<file path="src/cse_pkg.sv">
// Shared types and constants for the CAN signal extractor.
package cse_pkg;

	localparam int unsigned PAYLOAD_BYTES = 8;
	localparam int unsigned PAYLOAD_W     = 64;
	localparam int unsigned LEN_W         = 7;
	localparam int unsigned START_W       = 6;
	localparam int unsigned FACTOR_W      = 32;
	localparam int unsigned OFFSET_W      = 64;
	localparam int unsigned DLC_W         = 4;
	localparam int unsigned CFG_IDX_W     = 3;

	typedef enum logic [CFG_IDX_W-1:0] {
		REG_START_BIT     = 3'd0,
		REG_SIGNAL_LENGTH = 3'd1,
		REG_LITTLE_ENDIAN = 3'd2,
		REG_IS_SIGNED     = 3'd3,
		REG_SCALE_FACTOR  = 3'd4,
		REG_SCALE_OFFSET  = 3'd5
	} cse_reg_idx_t;

	typedef struct packed {
		logic [START_W-1:0]         start_bit;
		logic [LEN_W-1:0]           signal_length;
		logic                       little_endian;
		logic                       is_signed;
		logic signed [FACTOR_W-1:0] scale_factor;
		logic signed [OFFSET_W-1:0] scale_offset;
	} cse_cfg_t;

endpackage

</file>
<file path="src/cse_byte_lane.sv">
// One byte lane: picks the payload byte that holds a given step of the signal.
module cse_byte_lane import cse_pkg::*; #(
	parameter int unsigned LANE = 0
) (
	input  logic [PAYLOAD_W-1:0] payload,
	input  logic [2:0]           start_byte,
	input  logic                 little_endian,
	output logic [7:0]           lane_byte
);

	localparam logic [3:0] STEP = 4'(LANE);

	logic [3:0] idx;

	always_comb begin
		if (little_endian) begin
			idx = {1'b0, start_byte} + STEP;
		end else begin
			idx = {1'b0, start_byte} - STEP;
		end
		if (idx[3]) begin
			lane_byte = 8'd0;
		end else begin
			lane_byte = payload[{idx[2:0], 3'b000} +: 8];
		end
	end

endmodule

</file>
<file path="config.mk">
export PLATFORM = sky130hd
export DESIGN_NAME = cse_byte_lane
export DESIGN_NICKNAME = d
export VERILOG_FILES = /design/src/cse_pkg.sv /design/src/cse_byte_lane.sv
export SDC_FILE = /design/constraint.sdc
export NUM_CORES = 1
export LEC_CHECK = 0
export BUFFER_PORTS_ARGS = -buffer_cell sky130_fd_sc_hd__buf_2
export CAP_MARGIN = 20
export CELL_PAD_IN_SITES_DETAIL_PLACEMENT = 0
export CELL_PAD_IN_SITES_GLOBAL_PLACEMENT = 1
export CORE_MARGIN = 8
export CORE_UTILIZATION = 24
export DETAILED_ROUTE_END_ITERATION = 10
export MAX_ROUTING_LAYER = met4
export PLACE_DENSITY = 0.92
export SLEW_MARGIN = 20
export SYNTH_ARGS = -nofsm -noshare
export SYNTH_HDL_FRONTEND = slang
export SYNTH_SLANG_ARGS = --single-unit
</file>
<file path="constraint.sdc">
create_clock -name vclk -period 3.4
set_clock_uncertainty 0.15 [all_clocks]
set_input_delay 0.68 -clock vclk [all_inputs]
set_output_delay 0.68 -clock vclk [all_outputs]
set_load 0.02 [all_outputs]
</file>
# After elaboration in Yosys (flattened, before gate mapping)
# Cells that the tools add are included.
[totals]
reg_bits = 0
latchBits = 0
ramBits = 0
mem_bits_ro = 0
input_bits = 68
out_inout_bits = 8
memories = 0
[classes]
addsub = 0
multipliers = 0
div_mod_pow = 0
n_lt_le_gt_ge = 0
eq_ne = 0
shift = 1
n_mux = 0
n_bitwise = 0
n_reduce_logical = 0
[op_table]
columns = ["operator", "count"]
rows = [
  ["64-bit by 7-bit variable part select with 8-bit output", 1],
]

# Logic depth before layout (Yosys ltp)
# Gate-level depths: netlist of the first run.
[logic_depth]
depth_word = 1
ltp_mapped = 4
mapped_depth_nobuf = 2

# Worst setup path after synthesis of the first run
# No wires, ideal clock.
[synth_path]
path_type = "input to output"
start = "input start_byte[0]"
end = "output lane_byte[0]"
arrival_ns = 1.773
setup_slack_ns = 0.797
path_stages = 4
cell_sequence = "buf_6 > buf_12 > mux4_1 > mux2_2"
[synth_between]
elab_chain_len = 1
[synth_rtl]
columns = ["item", "line", "source"]
rows = [
  ["from (decl)", "cse_byte_lane.sv:6", "input logic [2:0] start_byte,"],
  ["64-bit by 7-bit variable part select with 8-bit output", "cse_byte_lane.sv:24", "lane_byte = payload[{idx[2:0], 3'b000} +: 8];"],
  ["to (decl)", "cse_byte_lane.sv:8", "output logic [7:0] lane_byte"],
]
# No other way between the ends.

# Final worst setup path of the first run
[layout_path]
start = "input start_byte[0]"
end = "output lane_byte[3]"
# Same word-level chain as after synthesis.

==> out/qor.csv, run 1 <==
metric,value,unit
rsz0062_at_grt,false,
gr-total-overflow,0,
drtIter0Drc,14,
dr.max_layer_used,met3,
cp_max_fo,16,
min_path_type,input port to output pin,
grt_antenna_before_repair,0,
die_w,63.90,um
startpoint_type,input port,
p_sw_share,38.96,%
dp_hpwl,2021,um
critPathKind,input port to output pin,
p_seq_share,0,%
syn_to_final_growth,66.59,%
synth_nets,97,
remaining_drc_errors,0,
routed-wl-met3,181,um
crit_required,2.57,ns
slew_headroom,71.45,%
max_freq,0.3426,GHz
status,finished clean,
mostFrequentLayoutCell,buf_2,
cts_setup_buffers,0,
netlist_area,550.5,um2
synth_warnings,0,
vias,612,
antenna_left,0,
min_path_cells,3,
hold_path_end,lane_byte[4],
grt_usage,10.79,%
mostFrequentLayoutCells,"75 x buf_2, 15 x mux4_1, 8 x mux2_2",
seq_cell_count,0,
wl,2269,um
grt_pass1_vias,770,
hold_viol,0,
pin_count,76,
port_buffers,75,
slew_viol_final,0,
wl_met2,1205,um
ys_top_cells_by_area,"mux4_1 72%, mux2_2 16%, mux4_2 4.1%",
final_layout_size_suffix_gt1_share,84.85,%
grt_max_degree,17,
crit_arrival,2.09,ns
drt-wirelength-per-cell,17.87,um
yosysTopAreaCell,mux4_1,
first_pass_iters,2,
endpoint_kind,output pin,
worst_pin_slew,0.4283,ns
vias_per_cell,4.819,
p_per_area,128.1,nW/um2
grt_pass1_wl,3574,um
synth_cell_types,8,
ir_worst_vdd,0.00005103,V
core-area,2191,um2
diodes,0,
drv_cap,0,
fp.dieH,63.90,um
rows,17,
die_area,4083,um2
nClkBuffers,0,
gp_congestion,0.7442,
yosysSeqAreaShare,0,%
p_sw,45.76,uW
p_leak,0.4903,nW
setup-violations-final,0,
seq_area,0,um2
start_util,25.13,%
min_period,2.919,ns
wl_met1,882,um
whs,1.757,ns
pwr-share-comb,100.0,%
tns,0,ns
yosysTopAreaCellShare,71.59,%
clock_power_share,0,%
layout.nets,169,
fin_crit_sh,85.84,%
min_from,start_byte[1],
postCtsHoldBufs,0,
post_cts_resize_count,0,
synth_area_per_cell,18.98,um2
power.internal,71.69,uW
syn_inst,29,
==> cell type report <==
class                           instances  area (um2)
Fill cell                             221        1274
Multi-Input combinational cell         24       506.7
Tap cell                               28       35.03
Timing Repair Buffer                   75       375.4
==> stage by stage <==
stage                     setup WS [ns]  std cells  total power, mW  instance area (um2)  util, %
after detailed placement         0.4658        127           0.1191                917.1    41.86
final                            0.4813        127           0.1174                917.1    41.86
after CTS                        0.4678        127           0.1197                917.1    41.86
after global placement           0.4949        127           0.1159                917.1    41.86
after floorplan                  0.7969         29          0.07151                550.5        -
after global routing             0.3992        127           0.1277                917.1    41.86
==> power groups by stage <==
stage | clock [mW] | combinational (mW) | sequential [mW]
floorplan | 0 | 0.0715 | 0
global placement | 0 | 0.116 | 0
detailed placement | 0 | 0.119 | 0
CTS | 0 | 0.120 | 0
global route | 0 | 0.128 | 0
finish | 0 | 0.117 | 0
==> synthesized netlist by cell type <==
library cell and instances:
buf_1 1, buf_12 1, buf_2 1, buf_6 1
clkbuf_1 1, mux2_2 8, mux4_1 15, mux4_2 1
==> cells by family (layout without fill, tap and decap cells) <==
family,count (synthesis),after routing,share of synthesized area [%]
buffers and inverters,5,75,7.952
muxes,24,24,92.05
==> worst max-delay path by stage <==
stage,startpoint,to,cells past startpoint
after floorplan,start_byte[0],lane_byte[0],4
after global placement,start_byte[0],lane_byte[3],4
after detailed placement,start_byte[0],lane_byte[0],4
after CTS,start_byte[0],lane_byte[2],4
after global routing,start_byte[0],lane_byte[4],4
final,start_byte[0],lane_byte[3],4
==> worst max-delay path, cell delays in order <==
cell	delay [ns]
buf_2	0.36
mux4_1	0.61
mux2_2	0.27
buf_2	0.16
==> per-layer routing <==
layer,vias to the layer above,track usage [%]
met4,0,0
met2,44,21.33
li1,293,-
met1,275,10.96
met3,0,2.613
met5,-,-
Power figures use the tool's default switching activity.
==> run 2: changes to the inputs <==
--- a/config.mk
+++ b/config.mk
@@ -14,6 +14,7 @@
 export DETAILED_ROUTE_END_ITERATION = 10
 export MAX_ROUTING_LAYER = met4
 export PLACE_DENSITY = 0.92
+export REMOVE_ABC_BUFFERS = 1
 export SLEW_MARGIN = 20
 export SYNTH_ARGS = -nofsm -noshare
 export SYNTH_HDL_FRONTEND = slang
==> run 2 against run 1 <==
  * Highest routed layer is now met4
  * Global-route usage shrank 0.39 points
  * Critical path type unchanged
  * Non-clock buffer count is the same
  * First-iteration DRC count shrank 14%
==> out/qor.csv, run 2 (same netlist as run 1, synthesis figures left out) <==
metric,value,unit,change
status,finished clean,,
post_cts_resize_count,0,,unchanged
antenna_left,0,,unchanged
diodes,0,,unchanged
seq_area,0,um2,unchanged
worst_pin_slew,0.4178,ns,-0.01047 ns
syn_to_final_growth,66.59,%,unchanged
setup-violations-final,0,,unchanged
crit_arrival,2.09,ns,about the same
grt_max_degree,17,,unchanged
seq_cell_count,0,,unchanged
min_path_type,input port to output pin,,
first_pass_iters,3,,+1
cp_slowest_cell,mux4_1,,
drv_cap,0,,unchanged
dp_worst_setup_slack,0.4685,ns,+0.002788 ns
start_util,25.13,%,unchanged
ir_worst_vdd,0.00005672,V,+11%
crit_required,2.57,ns,about the same
vias_per_cell,4.945,,+2.6%
min_period,2.919,ns,+0.0006360 ns
dp_hpwl,1980,um,-2.0%
wl,2191,um,-3.4%
layout_setup_ws,0.4807,ns,-0.0006360 ns
gr-total-overflow,0,,unchanged
cts_setup_buffers,0,,unchanged
total_power,117.2,uW,-0.17%
use_met3,2.439,%,-0.17 points
gp_congestion,0.7341,,-1.4%
use_met2,19.57,%,-1.8 points
postLayoutCellArea,917.1,um2,unchanged
pin_count,76,,unchanged
grt_pass1_vias,828,,+7.5%
port_buffers,75,,unchanged
drtIter0Drc,12,,-2
cpPeakStageDelay,0.62,ns,about the same
tns,0,ns,unchanged
drt-wirelength-per-cell,17.25,um,-3.4%
core-area,2191,um2,unchanged
fill_cells,226,,+2.3%
cpMostUsedCell,buf_2,,
crit_path_start,start_byte[0],,
rows,17,,unchanged
p_per_area,127.8,nW/um2,-0.17%
layout.nets,169,,unchanged
grt_use_met1,11.11,%,+0.15 points
final_layout_size_suffix_gt1_share,84.85,%,unchanged
critPathKind,input port to output pin,,
fp.dieH,63.90,um,unchanged
crit_chain,buf_2 -> mux4_1 -> mux2_2 -> buf_2,,
die_w,63.90,um,unchanged
startpoint_type,input port,,
endpoint,lane_byte[0],,
final_core_util,41.86,%,unchanged
nClkBuffers,0,,unchanged
rsz0062_at_grt,false,,
slew_headroom,72.14,%,+0.70 points
max_freq,0.3425,GHz,about the same
postCtsHoldBufs,0,,unchanged
vias,628,,+2.6%
slew_viol_final,0,,unchanged
mostFrequentLayoutCells,"75 x buf_2, 15 x mux4_1, 8 x mux2_2",,
remaining_drc_errors,0,,unchanged
hold_viol,0,,unchanged
die_area,4083,um2,unchanged
mostFrequentLayoutCell,buf_2,,
grt_usage,10.40,%,-0.39 points
endpoint_kind,output pin,,
cp_max_fo,16,,unchanged
grt_antenna_before_repair,0,,unchanged
p_leak,0.4903,nW,unchanged
top_usage_layer,met2,,
grt_pass1_wl,3498,um,-2.1%
fin_crit_sh,85.86,%,about the same
placed_cell_area,917.1,um2,unchanged
-- run 2: report_power, final --
group | switching, mW | internal [mW] | total (mW)
clock | 0 | 0 | 0
sequential | 0 | 0 | 0
combinational | 0.0456 | 0.0717 | 0.117
-- run 2: metrics by stage --
| stage | std cells | hold slack [ns] |
|---|---|---|
| 2_1_floorplan | 24 | 1.406 |
| 3_3_place_gp | 127 | 1.760 |
| 3_5_place_dp | 127 | 1.758 |
| 4_1_cts | 127 | 1.763 |
| 5_1_grt | 127 | 1.777 |
| 6_report | 127 | 1.760 |
-- run 2: worst min path at each step --
| stage | start | slack [ns] | depth (start not counted) | end |
|---|---|---|---|---|
| floorplan | start_byte[1] | 1.41 | 1 | lane_byte[0] |
| global placement | payload[45] | 1.76 | 4 | lane_byte[5] |
| detailed placement | start_byte[1] | 1.76 | 3 | lane_byte[4] |
| CTS | payload[60] | 1.76 | 4 | lane_byte[4] |
| global route | payload[61] | 1.78 | 4 | lane_byte[5] |
| finish | start_byte[1] | 1.76 | 3 | lane_byte[5] |
-- run 2: worst max-delay path, delay by kind of cell --
family	cells	cell delay [ns]
multiplexers	2	0.90
buffers and inverters	2	0.51
-- run 2: layer usage --
metal  part of all wire (%)  routed length [um]
met1                     41                 889
met2                     51                1107
met3                    7.9                 172
met4                   0.96                  21
met5                      0                   0
-- run 2: layout make-up --
type               instances  area (um2)  area share (%)
repair buffers            75       375.4           40.93
multi-input cells         24       506.7           55.25
well taps                 28       35.03           3.820
